## src/hw/rtl/mec_pkg.sv

```systemverilog
// Shared types, constants and width helpers for the escape-time counter.
package mec_pkg;

    // Field widths fixed by the interface.
    localparam int POINT_W      = 32;
    localparam int CFG_W        = 17;
    localparam int COUNT_OUT_W  = 17;

    // Iteration limit after reset.
    localparam logic [CFG_W-1:0] CFG_RESET = 17'd65536;

    // Escape radius squared, in whole units.
    localparam int ESC_RADIUS_SQ = 4;

    // The multiplier takes the full orbit magnitude times one slice of this many bits.
    localparam int CHUNK_W     = 18;
    localparam int CHUNK_IDX_W = 2;

    // Controller states.
    typedef enum logic [2:0] {
        ST_IDLE,
        ST_STEP,
        ST_MUL,
        ST_TEST,
        ST_DONE
    } t_state;

    // Which product the shared multiplier is working on.
    typedef enum logic [1:0] {
        OP_RR,
        OP_II,
        OP_RI
    } t_mul_op;

    // Commands from the controller to the datapath.
    typedef struct packed {
        logic                   load;
        logic                   step;
        logic                   mul_issue;
        t_mul_op                mul_op;
        logic [CHUNK_IDX_W-1:0] mul_chunk;
        logic                   mul_first;
        logic                   mul_last;
        logic                   out_load;
    } t_dp_cmd;

    // Status from the datapath to the controller.
    typedef struct packed {
        logic at_limit;
        logic escaped;
    } t_dp_status;

    // Orbit width: eight integer bits above the fraction, never narrower than a point.
    function automatic int orbit_width(input int fraction_bits);
        orbit_width = (fraction_bits + 8 > POINT_W) ? fraction_bits + 8 : POINT_W;
    endfunction

    // Number of multiplier slices needed to cover one orbit magnitude.
    function automatic int num_chunks(input int fraction_bits);
        num_chunks = (orbit_width(fraction_bits) + CHUNK_W - 1) / CHUNK_W;
    endfunction

endpackage

```

## src/hw/rtl/mec_datapath.sv

```systemverilog
// Datapath: orbit registers, shared sliced multiplier, escape test and counters.
module mec_datapath #(
    parameter int FRACTION_BITS = 28,
    parameter int LIMIT_MAX     = 65536
) (
    input  logic                                    i_clk,
    input  logic                                    i_rst_n,
    input  logic                                    i_cfg_we,
    input  logic [mec_pkg::CFG_W-1:0]               i_cfg_wdata,
    input  logic signed [mec_pkg::POINT_W-1:0]      i_point_real,
    input  logic signed [mec_pkg::POINT_W-1:0]      i_point_imag,
    input  mec_pkg::t_dp_cmd                        i_cmd,
    output mec_pkg::t_dp_status                     o_status,
    output logic [mec_pkg::COUNT_OUT_W-1:0]         o_escape_count
);

    localparam int ORBIT_W = mec_pkg::orbit_width(FRACTION_BITS);
    localparam int PROD_W  = 2 * ORBIT_W;
    localparam int NCHUNKS = mec_pkg::num_chunks(FRACTION_BITS);
    localparam int SLICE_W = NCHUNKS * mec_pkg::CHUNK_W;
    localparam int PP_W    = ORBIT_W + mec_pkg::CHUNK_W;
    localparam int CNT_W   = $clog2(LIMIT_MAX + 1);
    localparam int EXT_W   = (CNT_W > mec_pkg::CFG_W) ? CNT_W : mec_pkg::CFG_W;
    localparam logic [PROD_W:0] ESC_THR =
        (PROD_W + 1)'(mec_pkg::ESC_RADIUS_SQ) << (2 * FRACTION_BITS);

    // Configuration and per-point registers.
    logic [mec_pkg::CFG_W-1:0]          r_limit_cfg;
    logic [CNT_W-1:0]                   r_limit;
    logic [CNT_W-1:0]                   r_count;
    logic signed [mec_pkg::POINT_W-1:0] r_c_real;
    logic signed [mec_pkg::POINT_W-1:0] r_c_imag;
    logic signed [ORBIT_W-1:0]          r_orbit_real;
    logic signed [ORBIT_W-1:0]          r_orbit_imag;

    // Full-width products of the current orbit magnitudes.
    logic [PROD_W-1:0]                  r_prod_rr;
    logic [PROD_W-1:0]                  r_prod_ii;
    logic [PROD_W-1:0]                  r_prod_ri;
    logic [PROD_W-1:0]                  r_acc;

    // Partial product stage and its tag.
    logic [PP_W-1:0]                    r_pp;
    logic                               r_pp_valid;
    mec_pkg::t_mul_op                   r_pp_op;
    logic [mec_pkg::CHUNK_IDX_W-1:0]    r_pp_chunk;
    logic                               r_pp_first;
    logic                               r_pp_last;

    logic [mec_pkg::COUNT_OUT_W-1:0]    r_out_count;

    logic [EXT_W-1:0]                   cfg_ext;
    logic [EXT_W-1:0]                   lim_ext;
    logic [CNT_W-1:0]                   n_limit;
    logic [ORBIT_W-1:0]                 mag_real;
    logic [ORBIT_W-1:0]                 mag_imag;
    logic [ORBIT_W-1:0]                 mul_a;
    logic [ORBIT_W-1:0]                 mul_b;
    logic [SLICE_W-1:0]                 mul_b_pad;
    logic [mec_pkg::CHUNK_W-1:0]        mul_b_chunk;
    logic [PP_W-1:0]                    mul_out;
    logic [PROD_W-1:0]                  pp_shifted;
    logic [PROD_W-1:0]                  acc_sum;
    logic [PROD_W:0]                    norm;
    logic signed [PROD_W:0]             diff;
    logic signed [PROD_W:0]             diff_sh;
    logic [PROD_W:0]                    cross_mag;
    logic signed [PROD_W+1:0]           cross_prod;
    logic signed [PROD_W+1:0]           cross_sh;
    logic                               cross_neg;
    logic signed [ORBIT_W-1:0]          n_orbit_real;
    logic signed [ORBIT_W-1:0]          n_orbit_imag;
    logic [EXT_W-1:0]                   count_ext;

    // Clamp the configured limit into the range one through LIMIT_MAX.
    always_comb begin
        cfg_ext = EXT_W'(r_limit_cfg);
        if (cfg_ext == '0) begin
            lim_ext = EXT_W'(1);
        end else if (cfg_ext > EXT_W'(LIMIT_MAX)) begin
            lim_ext = EXT_W'(LIMIT_MAX);
        end else begin
            lim_ext = cfg_ext;
        end
        n_limit = CNT_W'(lim_ext);
    end

    // Magnitudes of the orbit; the most negative value maps to its unsigned magnitude.
    assign mag_real = r_orbit_real[ORBIT_W-1] ? ORBIT_W'(-r_orbit_real) : ORBIT_W'(r_orbit_real);
    assign mag_imag = r_orbit_imag[ORBIT_W-1] ? ORBIT_W'(-r_orbit_imag) : ORBIT_W'(r_orbit_imag);

    // Operand select for the shared multiplier.
    always_comb begin
        unique case (i_cmd.mul_op)
            mec_pkg::OP_RR: begin
                mul_a = mag_real;
                mul_b = mag_real;
            end
            mec_pkg::OP_II: begin
                mul_a = mag_imag;
                mul_b = mag_imag;
            end
            default: begin
                mul_a = mag_real;
                mul_b = mag_imag;
            end
        endcase
    end

    // One slice of the second operand times the whole first operand.
    assign mul_b_pad   = SLICE_W'(mul_b);
    assign mul_b_chunk = mul_b_pad[i_cmd.mul_chunk * mec_pkg::CHUNK_W +: mec_pkg::CHUNK_W];
    assign mul_out     = PP_W'(mul_a) * PP_W'(mul_b_chunk);

    // Accumulate registered partial products at their slice weight.
    assign pp_shifted = PROD_W'(r_pp) << (r_pp_chunk * mec_pkg::CHUNK_W);
    assign acc_sum    = (r_pp_first ? '0 : r_acc) + pp_shifted;

    // Escape test on the current orbit: re^2 + im^2 against four.
    assign norm = {1'b0, r_prod_rr} + {1'b0, r_prod_ii};

    always_comb begin
        o_status.escaped  = (norm >= ESC_THR);
        o_status.at_limit = (({1'b0, r_count} + (CNT_W + 1)'(1)) >= {1'b0, r_limit});
    end

    // Next orbit: products shifted down with floor rounding, then c added.
    always_comb begin
        diff         = $signed({1'b0, r_prod_rr}) - $signed({1'b0, r_prod_ii});
        diff_sh      = diff >>> FRACTION_BITS;
        cross_mag    = {r_prod_ri, 1'b0};
        cross_neg    = r_orbit_real[ORBIT_W-1] ^ r_orbit_imag[ORBIT_W-1];
        cross_prod   = cross_neg ? -$signed({1'b0, cross_mag}) : $signed({1'b0, cross_mag});
        cross_sh     = cross_prod >>> FRACTION_BITS;
        n_orbit_real = ORBIT_W'(diff_sh) + ORBIT_W'(r_c_real);
        n_orbit_imag = ORBIT_W'(cross_sh) + ORBIT_W'(r_c_imag);
    end

    // Configuration register.
    always_ff @(posedge i_clk) begin
        if (!i_rst_n) begin
            r_limit_cfg <= mec_pkg::CFG_RESET;
        end else if (i_cfg_we) begin
            r_limit_cfg <= i_cfg_wdata;
        end
    end

    // Point, orbit and counter registers.
    always_ff @(posedge i_clk) begin
        if (!i_rst_n) begin
            r_count      <= '0;
            r_orbit_real <= '0;
            r_orbit_imag <= '0;
        end else if (i_cmd.load) begin
            r_count      <= '0;
            r_orbit_real <= '0;
            r_orbit_imag <= '0;
        end else if (i_cmd.step) begin
            r_count      <= r_count + CNT_W'(1);
            r_orbit_real <= n_orbit_real;
            r_orbit_imag <= n_orbit_imag;
        end
    end

    always_ff @(posedge i_clk) begin
        if (i_cmd.load) begin
            r_c_real <= i_point_real;
            r_c_imag <= i_point_imag;
            r_limit  <= n_limit;
        end
    end

    // Multiplier output stage.
    always_ff @(posedge i_clk) begin
        if (!i_rst_n) begin
            r_pp_valid <= 1'b0;
        end else begin
            r_pp_valid <= i_cmd.mul_issue;
        end
    end

    always_ff @(posedge i_clk) begin
        if (i_cmd.mul_issue) begin
            r_pp       <= mul_out;
            r_pp_op    <= i_cmd.mul_op;
            r_pp_chunk <= i_cmd.mul_chunk;
            r_pp_first <= i_cmd.mul_first;
            r_pp_last  <= i_cmd.mul_last;
        end
    end

    // Accumulator and product registers; a new point starts from zero products.
    always_ff @(posedge i_clk) begin
        if (i_cmd.load) begin
            r_prod_rr <= '0;
            r_prod_ii <= '0;
            r_prod_ri <= '0;
        end else if (r_pp_valid) begin
            r_acc <= acc_sum;
            if (r_pp_last) begin
                case (r_pp_op)
                    mec_pkg::OP_RR: r_prod_rr <= acc_sum;
                    mec_pkg::OP_II: r_prod_ii <= acc_sum;
                    default:        r_prod_ri <= acc_sum;
                endcase
            end
        end
    end

    // Result register; the field carries the low bits of the count.
    assign count_ext = EXT_W'(r_count);

    always_ff @(posedge i_clk) begin
        if (i_cmd.out_load) begin
            r_out_count <= count_ext[mec_pkg::COUNT_OUT_W-1:0];
        end
    end

    assign o_escape_count = r_out_count;

endmodule

```

## src/hw/rtl/mec_ctrl.sv

```systemverilog
// Controller: sequences load, multiply slices, escape test, orbit update and result hand-off.
module mec_ctrl #(
    parameter int FRACTION_BITS = 28
) (
    input  logic                 i_clk,
    input  logic                 i_rst_n,
    input  logic                 i_valid,
    output logic                 o_stall,
    output logic                 o_valid,
    input  logic                 i_stall,
    input  mec_pkg::t_dp_status  i_status,
    output mec_pkg::t_dp_cmd     o_cmd
);

    localparam int NCHUNKS = mec_pkg::num_chunks(FRACTION_BITS);
    localparam logic [mec_pkg::CHUNK_IDX_W-1:0] LAST_CHUNK =
        mec_pkg::CHUNK_IDX_W'(NCHUNKS - 1);

    mec_pkg::t_state                  r_state;
    mec_pkg::t_state                  n_state;
    mec_pkg::t_mul_op                 r_op;
    mec_pkg::t_mul_op                 n_op;
    logic [mec_pkg::CHUNK_IDX_W-1:0]  r_chunk;
    logic [mec_pkg::CHUNK_IDX_W-1:0]  n_chunk;
    logic                             r_out_valid;
    logic                             n_out_valid;

    // State and counter registers.
    always_ff @(posedge i_clk) begin
        if (!i_rst_n) begin
            r_state     <= mec_pkg::ST_IDLE;
            r_op        <= mec_pkg::OP_RR;
            r_chunk     <= '0;
            r_out_valid <= 1'b0;
        end else begin
            r_state     <= n_state;
            r_op        <= n_op;
            r_chunk     <= n_chunk;
            r_out_valid <= n_out_valid;
        end
    end

    // Next state and commands.
    always_comb begin
        n_state         = r_state;
        n_op            = r_op;
        n_chunk         = r_chunk;
        o_cmd           = '0;
        o_cmd.mul_op    = r_op;
        o_cmd.mul_chunk = r_chunk;
        o_cmd.mul_first = (r_chunk == '0);
        o_cmd.mul_last  = (r_chunk == LAST_CHUNK);

        unique case (r_state)
            mec_pkg::ST_IDLE: begin
                if (i_valid) begin
                    o_cmd.load = 1'b1;
                    n_state    = mec_pkg::ST_STEP;
                end
            end
            mec_pkg::ST_STEP: begin
                o_cmd.step = 1'b1;
                if (i_status.at_limit) begin
                    n_state = mec_pkg::ST_DONE;
                end else begin
                    n_state = mec_pkg::ST_MUL;
                    n_op    = mec_pkg::OP_RR;
                    n_chunk = '0;
                end
            end
            mec_pkg::ST_MUL: begin
                o_cmd.mul_issue = 1'b1;
                if (r_chunk == LAST_CHUNK) begin
                    n_chunk = '0;
                    case (r_op)
                        mec_pkg::OP_RR: n_op = mec_pkg::OP_II;
                        mec_pkg::OP_II: n_op = mec_pkg::OP_RI;
                        default:        n_state = mec_pkg::ST_TEST;
                    endcase
                end else begin
                    n_chunk = r_chunk + mec_pkg::CHUNK_IDX_W'(1);
                end
            end
            mec_pkg::ST_TEST: begin
                // The last cross-product slice settles here; the test needs only the squares.
                if (i_status.escaped) begin
                    n_state = mec_pkg::ST_DONE;
                end else begin
                    n_state = mec_pkg::ST_STEP;
                end
            end
            mec_pkg::ST_DONE: begin
                if (!r_out_valid || !i_stall) begin
                    o_cmd.out_load = 1'b1;
                    n_state        = mec_pkg::ST_IDLE;
                end
            end
            default: begin
                n_state = mec_pkg::ST_IDLE;
            end
        endcase

        // Output valid: set on load, cleared when the result is taken.
        if (o_cmd.out_load) begin
            n_out_valid = 1'b1;
        end else if (r_out_valid && !i_stall) begin
            n_out_valid = 1'b0;
        end else begin
            n_out_valid = r_out_valid;
        end
    end

    assign o_stall = (r_state != mec_pkg::ST_IDLE);
    assign o_valid = r_out_valid;

endmodule

```

## src/hw/rtl/mandelbrot_escape_count.sv

```systemverilog
// Top level of the escape-time counter: controller, datapath and interface checks.
//
// Each request carries one point c in signed fixed point with FRACTION_BITS fraction bits
// (Q4.28 by default). From z = 0 the block repeats z = z*z + c and returns how many steps
// were done when |z|^2 first reaches 4 or the count reaches iteration_limit (zero counts as
// one, values above LIMIT_MAX are held at LIMIT_MAX). Points are processed one at a time.
// One shared multiplier forms the three products re*re, im*im and re*im, each as
// ceil(orbit_width / 18) slices; the orbit is 36 bits wide by default. Each iteration runs
// an orbit step, the multiply slices and the escape test, in that order. The result is
// handed off from the done state, which waits while the output register still holds an
// unaccepted result. A finished count waits in the output register while the next
// request is already taken. Write iteration_limit only while idle.
module mandelbrot_escape_count #(
    parameter int FRACTION_BITS = 28,
    parameter int LIMIT_MAX     = 65536
) (
    input  logic                                i_clk,
    input  logic                                i_rst_n,
    input  logic                                i_cfg_we,
    input  logic [mec_pkg::CFG_W-1:0]           i_cfg_wdata,
    input  logic                                i_valid,
    output logic                                o_stall,
    input  logic signed [mec_pkg::POINT_W-1:0]  i_point_real,
    input  logic signed [mec_pkg::POINT_W-1:0]  i_point_imag,
    output logic                                o_valid,
    input  logic                                i_stall,
    output logic [mec_pkg::COUNT_OUT_W-1:0]     o_escape_count
);

    mec_pkg::t_dp_cmd    cmd;
    mec_pkg::t_dp_status status;

    // Sequencer.
    mec_ctrl #(
        .FRACTION_BITS (FRACTION_BITS)
    ) u_ctrl (
        .i_clk    (i_clk),
        .i_rst_n  (i_rst_n),
        .i_valid  (i_valid),
        .o_stall  (o_stall),
        .o_valid  (o_valid),
        .i_stall  (i_stall),
        .i_status (status),
        .o_cmd    (cmd)
    );

    // Arithmetic and storage.
    mec_datapath #(
        .FRACTION_BITS (FRACTION_BITS),
        .LIMIT_MAX     (LIMIT_MAX)
    ) u_datapath (
        .i_clk          (i_clk),
        .i_rst_n        (i_rst_n),
        .i_cfg_we       (i_cfg_we),
        .i_cfg_wdata    (i_cfg_wdata),
        .i_point_real   (i_point_real),
        .i_point_imag   (i_point_imag),
        .i_cmd          (cmd),
        .o_status       (status),
        .o_escape_count (o_escape_count)
    );

    // An accepted request always starts with one orbit step.
    a_load_then_step: assert property (@(posedge i_clk) disable iff (!i_rst_n)
        cmd.load |=> cmd.step)
        else $error("load not followed by an orbit step");

    // The block goes busy right after taking a request.
    a_busy_after_accept: assert property (@(posedge i_clk) disable iff (!i_rst_n)
        (i_valid && !o_stall) |=> o_stall)
        else $error("block not busy after accepting a request");

    // Leaving the busy phase always presents a result.
    a_result_on_finish: assert property (@(posedge i_clk) disable iff (!i_rst_n)
        ($fell(o_stall) && $past(i_rst_n)) |-> o_valid)
        else $error("block went idle without a result");

    // A fresh result counts at least one step.
    a_count_nonzero: assert property (@(posedge i_clk) disable iff (!i_rst_n)
        $rose(o_valid) |-> (o_escape_count != '0))
        else $error("escape count of zero");

endmodule
```

## config.mk

```make
export PLATFORM = sky130hd
export DESIGN_NAME = mandelbrot_escape_count
export DESIGN_NICKNAME = d
export VERILOG_FILES = /design/src/hw/rtl/mec_pkg.sv /design/src/hw/rtl/mec_datapath.sv /design/src/hw/rtl/mec_ctrl.sv /design/src/hw/rtl/mandelbrot_escape_count.sv
export SDC_FILE = /design/constraint.sdc
export NUM_CORES = 2
export LEC_CHECK = 0
export BUFFER_PORTS_ARGS = -buffer_cell sky130_fd_sc_hd__buf_2
export CORE_MARGIN = 2
export CORE_UTILIZATION = 45
export CTS_CLUSTER_SIZE = 40
export DETAILED_ROUTE_END_ITERATION = 16
export PLACE_DENSITY = 0.57
export SLEW_MARGIN = 20
export SYNTH_ARGS = -nofsm -noshare
export SYNTH_HDL_FRONTEND = slang
export SYNTH_HIERARCHICAL = 1
export SYNTH_SLANG_ARGS = --single-unit
```

## constraint.sdc

```tcl
create_clock -name i_clk -period 14.45 [get_ports i_clk]
set_clock_uncertainty 0.15 [all_clocks]
set_input_delay 2.1675 -clock i_clk [delete_from_list [all_inputs] [get_ports i_clk]]
set_output_delay 2.1675 -clock i_clk [all_outputs]
set_load 0.01 [all_outputs]
```

==> run metrics <==
Post-synth EDFFs 230; area of the multi-input gates 0.0396 mm²; Post-Layout Cell Count 8,313; Die Footprint 0.130 mm²; drt wl/cell around 23 µm; RePlAce Congestion around 0.96; Die Wd ~360 µm; Least-Margin Pin Slew 1.20 ns; Iter 0 DRT Violations between 4,000 and 5,000; Vias/cell 5.68; syn_nets 7,717; ys flop type dfxtp_1; Setup TNS Final 0 ns; ANT cells 0; # rows 130; Post-Route WL 188,000 µm; Antenna Nets Post-Route 0; Worst-Skew Late Latency ~0.68 ns; peak supply drop 0.000128 V; critical path class flip-flop to flip-flop; WHS Path Cells 2; hold buffer count at cts 0; DP HPWL roughly 150,000 µm; Pwr Density between 150 and 200 mW/mm²; Synth Register Bits 552; clock-pin slew of the registers on the worst-case setup and hold paths 0.06 ns; max-cap violation count 0; IO Port Bufs around 100; FF/Latch Area 0.0134 mm²; CTS buffer count 70; H-tree levels 3; CORE AREA 0.126 mm²; Placed Cells about 8,200; pin count of the biggest net entering global routing 95; reg2reg end u_datapath/r_pp[47]; vias in the first global route 46,106; CP endpoint kind flip-flop; global route total overflow 0; RSZ-0062 raised after global routing false; final worst-path cycle share 0.776; post-synthesis async set-or-reset flop share 0; leading area contributor after synthesis fa_1; Slew HR 0.197; Critical R2R Launch u_datapath/r_orbit_imag[2]; Finish-stage setup viols 0; CTS root buf clkbuf_16; Syn Inst Count around 6,700; hold path startpoint u_datapath/r_orbit_imag[35]; CTS resizes 0; layout cells sized above 1 0.0678; Detailed Routing Iterations Pass 1 6; synth-to-layout area growth 8.25%; leading post-synthesis cells by cell area fa_1 19%, edfxtp_1 12%, dfxtp_1 11%, ha_1 9.3%, nand2_1 6.7%; most used cell, CP fa_1; DR vias approximately 47,000; Slew Limit Fails 0; final net count ~7,700; Worst Reg2Reg Path Length in Cells 35; CP max stage delay 0.71 ns; DR DRC count 0; CP Launch Type flip-flop; Syn Area/Cell 8.57 µm²; clk sinks approximately 550; CP max FO 13; outcome finished, final reports clean; critical path arrival about 11 ns; Initial Util 0.454; clk buf depth 3; Die Height 360 µm; Static Leak 0.0284 µW; Fillers ~12,000; GRT Util Overall 0.289; clock tree from TritonCTS done; Post-CTS Repair Setup Buffers 0; worst min path class flip-flop to flip-flop; Mapped Area 0.0570 mm²; I/O pin count 105; WHS Endpoint u_datapath/r_orbit_imag[35]; initial antenna violation count 1; Seq/Total Area, Yosys 0.234; reg-to-reg slack, setup 3.24 ns; Synth Warn # 6; crit path time final roughly 11 ns; count of final hold-check violations 0; Max Clk Rate around 0.089 GHz; first-pass GRT wire length 286,000 µm; Crit-path slowest cell nor2_1; distinct cell type count after synthesis 95; Worst EP required 14.72 ns; Yosys top cell area share 0.192
## cell families after synthesis
kind of cell	after synthesis	share of synthesized area
AND/OR/NAND/NOR	2189	0.175
AO/OA/AOI/OAI	1289	0.142
buffers and inverters	1133	0.0757
adder cells (fa/ha/maj)	974	0.286
flip-flops	552	0.234
XOR/XNOR	349	0.0536
multiplexers	171	0.0337
## cell usage after synthesis (all sizes together), types with 13 or more instances
| cell type | instances |
|---|---|
| nand4 | 44 |
| nor2b | 153 |
| a21oi | 513 |
| or4 | 24 |
| a211o | 15 |
| mux4 | 13 |
| a31oi | 29 |
| ha | 426 |
| a21boi | 15 |
| and3 | 45 |
| xnor2 | 167 |
| o21ai | 211 |
| xor2 | 182 |
| or3 | 28 |
| o41ai | 17 |
| edfxtp | 230 |
| a21o | 157 |
| mux2i | 118 |
| mux2 | 40 |
| or2 | 25 |
| nand2b | 38 |
| o21bai | 61 |
| fa | 548 |
| dfxtp | 322 |
| o21a | 21 |
| clkbuf | 259 |
| o31ai | 48 |
| a22o | 18 |
| nand2 | 1012 |
| and2 | 118 |
| buf | 51 |
| nor3 | 99 |
| nor2 | 465 |
| nor4 | 41 |
| inv | 821 |
| nand3 | 67 |
| a211oi | 45 |
| o211ai | 25 |
## sequential cells by signal, indices dropped and copies added (netlist names)
signal,cells
u_datapath/r_pp_last,1
u_datapath/r_pp_first,1
u_datapath/r_c_real,32
u_ctrl/r_op,2
u_datapath/r_prod_ri,63
u_datapath/r_pp_chunk,2
u_datapath/r_pp_valid,1
u_datapath/r_pp,54
u_ctrl/o_valid,1
u_datapath/r_prod_ii,72
u_ctrl/r_chunk,2
u_datapath/r_c_imag,32
u_ctrl/r_state,3
u_datapath/r_orbit_imag,36
u_datapath/r_orbit_real,36
u_datapath/o_escape_count,17
u_datapath/count_ext,17
u_datapath/r_prod_rr,72
u_datapath/r_acc,72
u_datapath/r_pp_op,2
u_datapath/cfg_ext,17
u_datapath/r_limit,17
## final cells by class
type	count	area share
clock inverters	45	0.0104
inverters	823	0.0500
clock buffers	85	0.0301
well taps	1650	0.0334
multi-input cells	4972	0.641
repair buffers	186	0.0187
flip-flops and latches	552	0.216
## worst max-delay path by stage
stage	depth (start not counted)	endpoint	start	slack (ns)
6_report	35	u_datapath/r_pp[47]	u_datapath/r_orbit_imag[2]	3.24
5_1_grt	35	u_datapath/r_pp[47]	u_datapath/r_orbit_imag[2]	2.70
4_1_cts	35	u_datapath/r_pp[47]	u_datapath/r_orbit_imag[2]	3.33
3_5_place_dp	35	u_datapath/r_pp[47]	u_datapath/r_orbit_imag[2]	3.37
3_3_place_gp	35	u_datapath/r_pp[47]	u_datapath/r_orbit_imag[2]	3.49
2_1_floorplan	34	u_datapath/r_pp[47]	u_datapath/r_orbit_real[10]	4.70
## placed cells by master (no fill, tap or decap), types with 167 or more instances in the layout
cell	count
o21ai_0	206
xnor2_1	167
a21oi_1	512
nor2_1	450
fa_1	548
edfxtp_1	230
nand2_1	1010
dfxtp_1	321
inv_1	821
ha_1	426
xor2_1	181
## critical path: cells and delay by family (launching register included)
| kind | cells | cell delay [ns] |
|---|---|---|
| fa+ha+maj | 7 | 3.32 |
| buf+inv | 4 | 0.46 |
| mux | 1 | 0.50 |
| compound gates | 9 | 2.57 |
| xor+xnor | 2 | 0.29 |
| simple gates | 12 | 3.28 |
| flops | 1 | 0.37 |
## report_power, final
group | total [µW] | internal [µW] | leakage (µW) | switching, µW
sequential | 2090 | 1890 | 0.00476 | 194
combinational | 7390 | 2410 | 0.0224 | 4980
clock | 1910 | 1130 | 0.00120 | 772
## per-stage QoR
step / area (µm²) / total power, µW / util / worst slack [ns] / hold slack (ns)
final: 61700 / 11400 / 0.491 / 3.24 / 0.304
after floorplan: 57000 / 6710 / - / 4.70 / 0.286
after global routing: 61700 / 12100 / 0.491 / 2.70 / 0.323
after detailed placement: 59200 / 9350 / 0.471 / 3.37 / 0.299
after CTS: 61700 / 11300 / 0.491 / 3.33 / 0.307
after global placement: 59200 / 9320 / 0.471 / 3.49 / 0.288
## metal layers
metal | share of wire | track usage
met2 | 0.45 | 0.457
met3 | 0.075 | 0.0486
met4 | 0.031 | 0.0868
met5 | 0 | 0
met1 | 0.44 | 0.406
Note: power is estimated with default switching activity, not from simulation.
